File: src/design/vkt_pkg.sv
// Package for the versioned key table: field widths, status and opcode codes,
// and the command/status structs between controller and datapath.
// No dependencies.
package vkt_pkg;

  localparam int KEY_W    = 32;
  localparam int VER_W    = 31;
  localparam int PAY_IN_W = 64;
  localparam int STAT_W   = 2;
  localparam int RCNT_W   = 7;

  localparam logic [VER_W-1:0] VER_MAX = {VER_W{1'b1}};

  // Opcodes
  localparam logic OP_INSERT = 1'b0;
  localparam logic OP_DELETE = 1'b1;

  // Status codes
  localparam logic [STAT_W-1:0] ST_OK       = 2'd0;
  localparam logic [STAT_W-1:0] ST_FULL     = 2'd1;
  localparam logic [STAT_W-1:0] ST_NONE     = 2'd2;
  localparam logic [STAT_W-1:0] ST_OVERFLOW = 2'd3;

  // Controller to datapath
  typedef struct packed {
    logic req_load;   // capture request, clear accumulators
    logic clr_wr;     // write an empty slot at the sweep address
    logic scan_rd;    // read slot at the sweep address
    logic cnt_inc;    // advance sweep address
    logic cnt_clr;    // rewind sweep address
    logic commit_wr;  // store an inserted entry if the insert succeeds
    logic out_load;   // load the result register
  } vkt_cmd_t;

  // Datapath to controller
  typedef struct packed {
    logic cnt_last;   // sweep address is at the last slot
    logic out_free;   // result register can take a new result
  } vkt_sts_t;

endpackage

File: src/design/vkt_ctrl.sv
// Controller state machine of the versioned key table.
// Depends on vkt_pkg for the command and status structs.
module vkt_ctrl (
  input  logic              clk_i,
  input  logic              rst_ni,
  input  logic              in_valid_i,
  output logic              in_ready_o,
  input  vkt_pkg::vkt_sts_t sts_i,
  output vkt_pkg::vkt_cmd_t cmd_o
);
  import vkt_pkg::*;

  typedef enum logic [2:0] {
    S_CLEAR,
    S_IDLE,
    S_SCAN,
    S_DRAIN,
    S_COMMIT,
    S_RESP
  } state_e;

  state_e state_q, state_d;

  // Decode commands and next state
  always_comb begin
    state_d    = state_q;
    cmd_o      = '0;
    in_ready_o = 1'b0;
    case (state_q)
      S_CLEAR: begin
        cmd_o.clr_wr = 1'b1;
        if (sts_i.cnt_last) begin
          cmd_o.cnt_clr = 1'b1;
          state_d       = S_IDLE;
        end else begin
          cmd_o.cnt_inc = 1'b1;
        end
      end
      S_IDLE: begin
        in_ready_o = 1'b1;
        if (in_valid_i) begin
          cmd_o.req_load = 1'b1;
          state_d        = S_SCAN;
        end
      end
      S_SCAN: begin
        cmd_o.scan_rd = 1'b1;
        if (sts_i.cnt_last) begin
          cmd_o.cnt_clr = 1'b1;
          state_d       = S_DRAIN;
        end else begin
          cmd_o.cnt_inc = 1'b1;
        end
      end
      S_DRAIN: begin
        state_d = S_COMMIT;
      end
      S_COMMIT: begin
        cmd_o.commit_wr = 1'b1;
        state_d         = S_RESP;
      end
      S_RESP: begin
        if (sts_i.out_free) begin
          cmd_o.out_load = 1'b1;
          state_d        = S_IDLE;
        end
      end
      default: begin
        state_d = S_IDLE;
      end
    endcase
  end

  // Hold state; start with the clearing sweep
  always_ff @(posedge clk_i or negedge rst_ni) begin
    if (!rst_ni) begin
      state_q <= S_CLEAR;
    end else begin
      state_q <= state_d;
    end
  end

endmodule

File: src/design/vkt_datapath.sv
// Datapath of the versioned key table: slot memory, sweep counter, scan
// accumulators, request register and result register. Depends on vkt_pkg.
module vkt_datapath #(
  parameter int TABLE_DEPTH  = 64,
  parameter int PAYLOAD_BITS = 64
) (
  input  logic                          clk_i,
  input  logic                          rst_ni,
  input  vkt_pkg::vkt_cmd_t             cmd_i,
  output vkt_pkg::vkt_sts_t             sts_o,
  input  logic                          opcode_i,
  input  logic [vkt_pkg::KEY_W-1:0]     key_i,
  input  logic [vkt_pkg::VER_W-1:0]     version_i,
  input  logic [vkt_pkg::PAY_IN_W-1:0]  payload_i,
  output logic                          out_valid_o,
  input  logic                          out_ready_i,
  output logic [vkt_pkg::STAT_W-1:0]    status_o,
  output logic [vkt_pkg::VER_W-1:0]     assigned_version_o,
  output logic [vkt_pkg::RCNT_W-1:0]    removed_count_o
);
  import vkt_pkg::*;

  localparam int IDX_W = (TABLE_DEPTH > 1) ? $clog2(TABLE_DEPTH) : 1;
  localparam int CNT_W = $clog2(TABLE_DEPTH + 1);
  localparam int RC_W  = (CNT_W > RCNT_W) ? CNT_W : RCNT_W;

  // Slot memory
  logic                    mem_valid [TABLE_DEPTH];
  logic [KEY_W-1:0]        mem_key   [TABLE_DEPTH];
  logic [VER_W-1:0]        mem_ver   [TABLE_DEPTH];
  logic [PAYLOAD_BITS-1:0] mem_pay   [TABLE_DEPTH];

  // Sweep address
  logic [IDX_W-1:0] cnt_q;

  // Request
  logic                    req_op_q;
  logic [KEY_W-1:0]        req_key_q;
  logic [VER_W-1:0]        req_ver_q;
  logic [PAYLOAD_BITS-1:0] req_pay_q;

  // Read stage
  logic             chk_v_q;
  logic [IDX_W-1:0] chk_addr_q;
  logic             rd_valid_q;
  logic [KEY_W-1:0] rd_key_q;
  logic [VER_W-1:0] rd_ver_q;

  // Accumulators
  logic [VER_W-1:0] newest_q, newest_d;
  logic             free_found_q, free_found_d;
  logic [IDX_W-1:0] free_idx_q, free_idx_d;
  logic [RC_W-1:0]  removed_q, removed_d;
  logic             del_hit_q, del_hit_d;
  logic             del_wr;

  // Result
  logic              ins_ok;
  logic [VER_W-1:0]  next_ver;
  logic [STAT_W-1:0] res_status;
  logic [VER_W-1:0]  res_assigned;
  logic [RCNT_W-1:0] res_removed;

  // Write port
  logic             wr_en;
  logic [IDX_W-1:0] wr_addr;
  logic             wr_valid;

  logic              out_valid_q;
  logic [STAT_W-1:0] status_q;
  logic [VER_W-1:0]  assigned_q;
  logic [RCNT_W-1:0] removed_out_q;

  assign sts_o.cnt_last = (cnt_q == IDX_W'(TABLE_DEPTH - 1));
  assign sts_o.out_free = !out_valid_q || out_ready_i;

  // Advance or rewind the sweep address
  always_ff @(posedge clk_i or negedge rst_ni) begin
    if (!rst_ni) begin
      cnt_q <= '0;
    end else if (cmd_i.cnt_clr) begin
      cnt_q <= '0;
    end else if (cmd_i.cnt_inc) begin
      cnt_q <= cnt_q + IDX_W'(1);
    end
  end

  // Capture the request
  always_ff @(posedge clk_i) begin
    if (cmd_i.req_load) begin
      req_op_q  <= opcode_i;
      req_key_q <= key_i;
      req_ver_q <= version_i;
      req_pay_q <= payload_i[PAYLOAD_BITS-1:0];
    end
  end

  // Read one slot per cycle during the scan
  always_ff @(posedge clk_i) begin
    if (cmd_i.scan_rd) begin
      rd_valid_q <= mem_valid[cnt_q];
      rd_key_q   <= mem_key[cnt_q];
      rd_ver_q   <= mem_ver[cnt_q];
      chk_addr_q <= cnt_q;
    end
  end

  always_ff @(posedge clk_i or negedge rst_ni) begin
    if (!rst_ni) begin
      chk_v_q <= 1'b0;
    end else begin
      chk_v_q <= cmd_i.scan_rd;
    end
  end

  // Examine the slot just read
  always_comb begin
    logic key_hit;
    key_hit      = rd_valid_q && (rd_key_q == req_key_q);
    newest_d     = newest_q;
    free_found_d = free_found_q;
    free_idx_d   = free_idx_q;
    removed_d    = removed_q;
    del_hit_d    = del_hit_q;
    del_wr       = 1'b0;
    if (chk_v_q) begin
      if (req_op_q == OP_INSERT) begin
        if (key_hit && (rd_ver_q > newest_q)) begin
          newest_d = rd_ver_q;
        end
        if (!rd_valid_q && !free_found_q) begin
          free_found_d = 1'b1;
          free_idx_d   = chk_addr_q;
        end
      end else if (key_hit) begin
        if (req_ver_q == '0) begin
          del_wr    = 1'b1;
          removed_d = removed_q + RC_W'(1);
        end else if (!del_hit_q && (rd_ver_q == req_ver_q)) begin
          del_wr    = 1'b1;
          del_hit_d = 1'b1;
          removed_d = RC_W'(1);
        end
      end
    end
  end

  // Hold accumulators; clear them when a request is taken
  always_ff @(posedge clk_i) begin
    if (cmd_i.req_load) begin
      newest_q     <= '0;
      free_found_q <= 1'b0;
      free_idx_q   <= '0;
      removed_q    <= '0;
      del_hit_q    <= 1'b0;
    end else begin
      newest_q     <= newest_d;
      free_found_q <= free_found_d;
      free_idx_q   <= free_idx_d;
      removed_q    <= removed_d;
      del_hit_q    <= del_hit_d;
    end
  end

  // Form the result
  assign next_ver = newest_q + VER_W'(1);
  assign ins_ok   = (newest_q != VER_MAX) && free_found_q;

  always_comb begin
    res_status   = ST_OK;
    res_assigned = '0;
    res_removed  = '0;
    if (req_op_q == OP_INSERT) begin
      if (newest_q == VER_MAX) begin
        res_status = ST_OVERFLOW;
      end else if (!free_found_q) begin
        res_status = ST_FULL;
      end else begin
        res_assigned = next_ver;
      end
    end else begin
      res_removed = removed_q[RCNT_W-1:0];
      if (removed_q == '0) begin
        res_status = ST_NONE;
      end
    end
  end

  // Select the write port source
  always_comb begin
    wr_en    = 1'b0;
    wr_addr  = cnt_q;
    wr_valid = 1'b0;
    if (cmd_i.clr_wr) begin
      wr_en = 1'b1;
    end else if (del_wr) begin
      wr_en   = 1'b1;
      wr_addr = chk_addr_q;
    end else if (cmd_i.commit_wr && (req_op_q == OP_INSERT) && ins_ok) begin
      wr_en    = 1'b1;
      wr_addr  = free_idx_q;
      wr_valid = 1'b1;
    end
  end

  always_ff @(posedge clk_i) begin
    if (wr_en) begin
      mem_valid[wr_addr] <= wr_valid;
      mem_key[wr_addr]   <= req_key_q;
      mem_ver[wr_addr]   <= next_ver;
      mem_pay[wr_addr]   <= req_pay_q;
    end
  end

  // Result register: load on command, drop on acceptance
  always_ff @(posedge clk_i or negedge rst_ni) begin
    if (!rst_ni) begin
      out_valid_q <= 1'b0;
    end else if (cmd_i.out_load) begin
      out_valid_q <= 1'b1;
    end else if (out_ready_i) begin
      out_valid_q <= 1'b0;
    end
  end

  always_ff @(posedge clk_i) begin
    if (cmd_i.out_load) begin
      status_q      <= res_status;
      assigned_q    <= res_assigned;
      removed_out_q <= res_removed;
    end
  end

  assign out_valid_o        = out_valid_q;
  assign status_o           = status_q;
  assign assigned_version_o = assigned_q;
  assign removed_count_o    = removed_out_q;

endmodule

File: src/design/versioned_key_table_unit.sv
// Top level of the versioned key table: controller plus datapath.
// Depends on vkt_pkg, vkt_ctrl and vkt_datapath.
//
//   channel   handshake                  payload
//   request   in_valid_i / in_ready_o    opcode_i, key_i, version_i, payload_i
//   result    out_valid_o / out_ready_i  status_o, assigned_version_o, removed_count_o
//
// Each request scans every slot once through the single read port of the
// slot memory, one slot per cycle; the next request is accepted only after
// the scan, commit and result load of the previous one.
// After reset a clearing sweep empties the table; no request is taken during it.
// A result waiting in the output register does not block the next request;
// only the load of a new result waits for the previous one to be taken.
module versioned_key_table_unit #(
  parameter int TABLE_DEPTH  = 64,
  parameter int PAYLOAD_BITS = 64
) (
  input  logic                          clk_i,
  input  logic                          rst_ni,
  input  logic                          in_valid_i,
  output logic                          in_ready_o,
  input  logic                          opcode_i,
  input  logic [vkt_pkg::KEY_W-1:0]     key_i,
  input  logic [vkt_pkg::VER_W-1:0]     version_i,
  input  logic [vkt_pkg::PAY_IN_W-1:0]  payload_i,
  output logic                          out_valid_o,
  input  logic                          out_ready_i,
  output logic [vkt_pkg::STAT_W-1:0]    status_o,
  output logic [vkt_pkg::VER_W-1:0]     assigned_version_o,
  output logic [vkt_pkg::RCNT_W-1:0]    removed_count_o
);
  import vkt_pkg::*;

  vkt_cmd_t cmd;
  vkt_sts_t sts;

  vkt_ctrl u_ctrl (
    .clk_i      (clk_i),
    .rst_ni     (rst_ni),
    .in_valid_i (in_valid_i),
    .in_ready_o (in_ready_o),
    .sts_i      (sts),
    .cmd_o      (cmd)
  );

  vkt_datapath #(
    .TABLE_DEPTH  (TABLE_DEPTH),
    .PAYLOAD_BITS (PAYLOAD_BITS)
  ) u_datapath (
    .clk_i              (clk_i),
    .rst_ni             (rst_ni),
    .cmd_i              (cmd),
    .sts_o              (sts),
    .opcode_i           (opcode_i),
    .key_i              (key_i),
    .version_i          (version_i),
    .payload_i          (payload_i),
    .out_valid_o        (out_valid_o),
    .out_ready_i        (out_ready_i),
    .status_o           (status_o),
    .assigned_version_o (assigned_version_o),
    .removed_count_o    (removed_count_o)
  );

endmodule

File: config.mk
export PLATFORM = sky130hd
export DESIGN_NAME = versioned_key_table_unit
export DESIGN_NICKNAME = d
export VERILOG_FILES = /design/src/design/vkt_pkg.sv /design/src/design/vkt_ctrl.sv /design/src/design/vkt_datapath.sv /design/src/design/versioned_key_table_unit.sv
export SDC_FILE = /design/constraint.sdc
export NUM_CORES = 2
export LEC_CHECK = 0
export BUFFER_PORTS_ARGS = -buffer_cell sky130_fd_sc_hd__clkbuf_2
export CAP_MARGIN = 20
export CORE_MARGIN = 2
export CORE_UTILIZATION = 60
export CTS_CLUSTER_SIZE = 20
export DETAILED_ROUTE_END_ITERATION = 12
export PLACE_DENSITY = 0.77
export SLEW_MARGIN = 20
export SYNTH_ARGS = -nofsm -noshare
export SYNTH_HDL_FRONTEND = slang
export SYNTH_SLANG_ARGS = --single-unit
File: constraint.sdc
create_clock -name clk_i -period 11 [get_ports clk_i]
set_input_delay 1.1 -clock clk_i [delete_from_list [all_inputs] [get_ports clk_i]]
set_output_delay 1.1 -clock clk_i [all_outputs]
set_load 0.02 [all_outputs]
After elaboration in Yosys (flattened, before gate mapping)
Memories as Yosys holds them, arrays and structs flattened. A register that Yosys moved wholly into a read port is not among the register bits.
Index checks and enable logic that the tools add are counted.
{ "classes": {"eq_ne": 14, "n_addsub": 3, "n_reduce_logical": 25, "mux": 41, "magnitude_cmp": 1, "bitwise_logic": 3} }
{ "op_table": {"columns": ["cell", "n"], "rows": [
  ["32-bit equality test", 1],
  ["31-bit by 1-bit adder with 31-bit output, second input constant", 1],
  ["31-bit equality test", 1],
  ["31-bit equality test, second input constant", 1],
  ["31-bit > comparator", 1],
  ["31-bit zero test", 1],
  ["31-bit != test, second input constant", 1],
  ["6-bit two-way mux", 5],
  ["1-bit two-way mux", 25],
  ["3-bit one-hot mux with 6 select lines", 1],
  ["7-bit two-way mux", 2],
  ["3-bit two-way mux", 4],
  ["2-bit two-way mux", 4],
  ["2-bit != test, second input constant", 4],
  ["4-bit AND reduction", 2],
  ["7-bit by 1-bit adder with 7-bit output, second input constant", 1],
  ["1-bit logical AND", 7],
  ["7-bit zero test", 1],
  ["6-bit by 1-bit adder with 6-bit output, second input constant", 1],
  ["3-bit by 2-bit equality test with 1-bit output, second input constant", 2],
  ["3-bit equality test, second input constant", 2],
  ["6-bit equality test, second input constant", 1],
  ["3-bit AND reduction", 2],
  ["2-bit nonzero test", 3],
  ["8 further kinds", 13]
]} }
{ "totals": {"reg_bits": 167, "n_memories": 3, "wordCells": 106, "inputBits": 132, "out_inout_bits": 42, "ram_bits": 4096} }
{ "memory_table": {"columns": ["name", "depth", "width", "read_ports", "rd_clocked_by_memory_dff", "write_ports", "line", "rtl"], "rows": [
  ["u_datapath.mem_key", 64, 32, 1, 1, 1, "vkt_datapath.sv:29", "logic [KEY_W-1:0] mem_key [TABLE_DEPTH];"],
  ["u_datapath.mem_ver", 64, 31, 1, 1, 1, "vkt_datapath.sv:30", "logic [VER_W-1:0] mem_ver [TABLE_DEPTH];"],
  ["u_datapath.mem_valid", 64, 1, 1, 1, 1, "vkt_datapath.sv:28", "logic mem_valid [TABLE_DEPTH];"]
]} }

Depth between registers and ports, before layout
{ "logic_depth": {"depth_word": 11, "mapped_depth": 13, "depth_no_buf": 10} }

By module
Synthesis repeated with hierarchy kept, for this count alone.
{ "unflattened": {"cells_unflattened": 6629, "hier_area_um2": 165273.5} }
{ "modules_own_cells": {"columns": ["module", "seq_area_each_um2", "cells_per_inst", "n_inst", "area_per_inst_um2"], "rows": [
  ["vkt_datapath", 129344.1, 6608, 1, 165062.1],
  ["vkt_ctrl", 75.1, 21, 1, 211.5]
]} }

Worst setup path after synthesis
OpenSTA, ideal clock, no wires.
{ "synth_timing": {"kind": "register -> register", "startpoint": "reg u_datapath.req_key_q[30]", "endpoint": "mem u_datapath.mem_key[63][0], enable pin", "slack_ns": 1.104, "setup_ns": 0.646, "arrival_time_ns": 9.249, "required_ns": 10.354, "period_less_slack_ns": 9.896, "stages_incl_launch_ff": 10, "n_path_buf": 1, "cell_sequence": "edfxtp_1 > xnor2_1 > nand4_1 > or4_4 > nor4_4 > a211oi_1 > a211o_2 > or2_1 > clkbuf_1 > nor4_1"} }
{ "synth_via": {"elab_chain_len": 9, "word_cells_on_any_way": 11, "cone_classes": "eq/ne (1); mux (9); reduce/logical (1)"} }
{ "synth_lines": {"columns": ["element", "line", "rtl"], "rows": [
  ["from (decl)", "vkt_datapath.sv:38", "logic [KEY_W-1:0] req_key_q;"],
  ["from (signal assigned)", "vkt_datapath.sv:92", "req_key_q <= key_i;"],
  ["32-bit equality test (*)", "vkt_datapath.sv:119", "key_hit = rd_valid_q && (rd_key_q == req_key_q);"],
  ["1-bit logical AND (*)", "vkt_datapath.sv:119", null],
  ["1-bit two-way mux (*)", "vkt_datapath.sv:135", "end else if (key_hit) begin"],
  ["1-bit two-way mux (*)", "vkt_datapath.sv:127", "if (req_op_q == OP_INSERT) begin"],
  ["1-bit two-way mux (*)", "vkt_datapath.sv:126", "if (chk_v_q) begin"],
  ["1-bit two-way mux", "vkt_datapath.sv:196", "end else if (del_wr) begin"],
  ["1-bit two-way mux", "vkt_datapath.sv:194", "if (cmd_i.clr_wr) begin"],
  ["1-bit two-way mux", null, null],
  ["1-bit two-way mux (not written as such)", "vkt_datapath.sv:209", "mem_key[wr_addr] <= req_key_q;"],
  ["to (decl)", "vkt_datapath.sv:29", null]
]} }
Every way passes the cells marked *; elsewhere a longest branch is shown, timed or not.

Final worst setup path
{ "layout_timing": {"startpoint": "reg u_datapath.newest_q[0]", "endpoint": "mem u_datapath.mem_key[50][22], enable pin"} }
{ "layout_via": {"elab_chain_len": 8, "word_cells_on_any_way": 11, "cone_classes": "eq/ne (1); mux (8); reduce/logical (2)"} }
{ "layout_lines": {"columns": ["element", "line", "rtl"], "rows": [
  ["from (decl)", "vkt_datapath.sv:50", "logic [VER_W-1:0] newest_q, newest_d;"],
  ["from (signal assigned)", "vkt_datapath.sv:157", "newest_q <= newest_d;"],
  ["31-bit != test (*)", "vkt_datapath.sv:167", "assign ins_ok = (newest_q != VER_MAX) && free_found_q;"],
  ["1-bit logical AND (*)", "vkt_datapath.sv:167", null],
  ["1-bit logical AND (*)", "vkt_datapath.sv:199", "end else if (cmd_i.commit_wr && (req_op_q == OP_INSERT) && ins_ok) begin"],
  ["1-bit two-way mux", "vkt_datapath.sv:199", null],
  ["1-bit two-way mux", "vkt_datapath.sv:196", null],
  ["1-bit two-way mux", "vkt_datapath.sv:194", null],
  ["1-bit two-way mux", null, null],
  ["1-bit two-way mux (not written as such)", "vkt_datapath.sv:209", null]
]} }
Marked as above.

==> metrics.yaml <==
worst_hold_path:
  hold_class: "in2async"
finish:
  final_cell_mix: "edfxtp_1, mux4_2, clkbuf_16"
  final_common_cell: "edfxtp_1"
  area_growth_syn_to_layout_pct: 12.2
  layout-drive-gt1-share: 0.326
  design_area_mm2: 0.185
  nNetsFinal: 7257
  stdcell_count: 11026
worst_setup_path:
  crit_required_ns: 11.52
  cp_data_arrival_time_ns: 8.31
  critPathLaunchType: "flop"
  worst_setup_path_end_kind: "flop"
  critPathMaxFanout: 76
  crit_type: "reg2reg"
clock_network:
  h-tree-depth: 5
  clkTransAtPathRegs_ns: 0.06
  cts-root-buf: "clkbuf_16"
  ctsHoldBuffers: 0
  cts_resized: 0
  clock_sinks: 4327
  clockBufferDepth: 4
  postCtsSetupBuffers: 0
  clk_latency_ns: 0.95
  tritoncts: "yes"
  cts_made_buffers: 412
pwr:
  p_leak_nw: 54.9
  power_density_mw_per_mm2: 252
  p_comb_frac: 0.254
  switching_share: 0.290
  switchingPower_mw: 13.5
  seqPwrFrac: 0.438
  peakVddDrop_mv: 0.257
  p_int_mw: 33.1
  clkPwrFrac: 0.309
sta:
  maxSlewViolCount: 0
  rsz0062_at_grt: "no"
  layout_setup_ws_ns: 3.20
  fmaxAchievable_ghz: 0.128
  tightest_slew_ns: 1.23
  setup_viol: 0
  tns_ns: 0
  period_minus_slack_ns: 7.80
  fin_worst_skew_ns: 0.0709
  hold_viol: 0
  slew_headroom: 0.175
  period_share: 0.709
global_route:
  grt_pass1_vias: 81654
  grt_pass1_wl_um: 632000
  antenna_found_initial: 14
  grt_max_degree: 147
  grt_util_all_layers: 0.328
  grt_overflow_total: 0
yosys:
  synthesis.instances: 6643
  yosysSeqAreaShare: 0.784
  ys_warn_count: 0
  synth_ff_type: "edfxtp_1"
  ys_seq_elements: 4327
  synth_cell_type_count: 57
  ys_async_sr_fraction: 0.00254
  avgSynthCellArea_um2: 24.9
  synth_area_mm2: 0.165
  syn-num-nets: 6810
  synth_edf_count: 4270
detailed_routing:
  antenna_left: 0
  wl_um: 454000
  avgRoutedWirePerCell_um: 41.2
  drt_pass1_iterations: 8
  drcViolationCount: 0
  num_vias: 80932
  vias_per_cell: 7.34
  drt-initial-drc-count: 13588
status:
  status: "complete, no violations"
job:
  cap_violations: 0
die:
  initial_core_util: 0.604
  rows: 192
  die_w_um: 529
  core_mm2: 0.274
  dieArea_mm2: 0.279
  pin_count: 174
  die_h_um: 529
placed_design:
  placed_cells: 10262
  place.gp.congestion: 0.853
  preCtsSetupSlack_ns: 4.05
  dp_hpwl_um: 209000
  port_buffers: 109
  place_area_mm2: 0.172
==> critical path, cell delays in order, from the launching register on <==
cell and delay (ns):
dfxtp_1 0.51, ha_1 0.50, and3_1 0.47, nand4_1 0.77, nand2_1 0.45, clkinv_2 0.77, o311ai_1 0.93, nand4_1 0.56
nor2_4 0.90, buf_4 0.76, buf_4 0.71
==> cell families after synthesis <==
kind of cell	after synthesis	synth area share
AO/OA/AOI/OAI	71	0.00305
XOR/XNOR	97	0.00514
adder cells (fa/ha/maj)	35	0.00265
buffers and inverters	371	0.00863
flip-flops	4327	0.784
multiplexers	1383	0.186
AND/OR/NAND/NOR	359	0.0113
==> metrics by stage <==
step	util	total power [mW]	hold WS, ns
final	0.677	46.6	0.0702
after global routing	0.677	47.7	0.0774
after CTS	0.677	46.6	0.0371
after detailed placement	0.628	32.1	0.451
after global placement	0.627	31.9	0.450
after floorplan	-	28.4	0.423
==> cell type report <==
class	count	area (um^2)
well taps	3589	4490
clock buffers	514	10900
fillers	15260	88400
clock inverters	244	2520
diodes	3	7.51
repair buffers	362	2670
multi-input cells	1945	35000
inverters	42	174
flip-flops and latches	4327	129000
==> worst paths after layout <==
kind / start / end / slack, ns / cells after the start
max: u_datapath.newest_q[0] / u_datapath.mem_key[50][22] / 3.20 / 10
min: rst_ni / u_datapath.cnt_q[3] / 0.07 / 1
max reg2reg: u_datapath.newest_q[0] / u_datapath.mem_key[50][22] / 3.20 / 10
min reg2reg: u_datapath.newest_q[30] / u_datapath.newest_q[30] / 0.46 / 2
max in group asynchronous: rst_ni / u_datapath.cnt_q[0] / 10.59 / 1
min in group clk_i: key_i[31] / u_datapath.req_key_q[31] / 0.32 / 1
==> power groups by stage <==
stage          sequential, mW  clock (mW)  combinational (mW)
2_1_floorplan            20.6           0                7.86
3_3_place_gp             20.5           0                11.3
3_5_place_dp             20.6           0                11.5
4_1_cts                  20.4        14.5                11.8
5_1_grt                  20.4        15.0                12.2
6_report                 20.4        14.4                11.8
==> synth_stat cells, types with 18 or more instances <==
master,n,area (um^2)
edfxtp_1,4270,128000
mux4_2,1344,30300
clkbuf_1,225,845
nand2_1,97,364
buf_1,92,345
nor2_1,79,297
xnor2_1,51,447
dfxtp_1,46,921
xor2_1,46,403
inv_1,39,146
mux2i_1,37,370
ha_1,35,438
nor2b_1,33,206
nand4_1,32,200
nor3_1,27,135
nor4_1,21,131
a21oi_1,18,90.1
nand3_1,18,90.1
==> registers in the layout, indices dropped and copies added, names as in the netlist <==
| name | count |
|---|---|
| u_datapath.rd_key_q | 32 |
| u_datapath.assigned_version_o | 31 |
| u_datapath.rd_ver_q | 31 |
| u_datapath.mem_key | 2048 |
| u_ctrl.state_q | 3 |
| u_datapath.chk_v_q | 1 |
| u_datapath.mem_valid | 64 |
| u_datapath.free_idx_q | 6 |
| u_datapath.mem_ver | 1984 |
| u_datapath.removed_count_o | 7 |
| u_datapath.req_op_q | 1 |
| u_datapath.rd_valid_q | 1 |
| u_datapath.out_valid_o | 1 |
| u_datapath.free_found_q | 1 |
| u_datapath.removed_q | 7 |
| u_datapath.req_ver_q | 31 |
| u_datapath.cnt_q | 6 |
| u_datapath.chk_addr_q | 6 |
| u_datapath.del_hit_q | 1 |
| u_datapath.req_key_q | 32 |
| u_datapath.status_o | 2 |
| u_datapath.newest_q | 31 |
==> metal layers <==
metal,part of all wire,GRT usage,wire [um]
met1,0.33,0.434,150000
met2,0.49,0.527,222000
met3,0.13,0.0781,57100
met4,0.055,0.146,25000
met5,0.00020,0,91
Note: power is estimated with default switching activity, not from simulation.
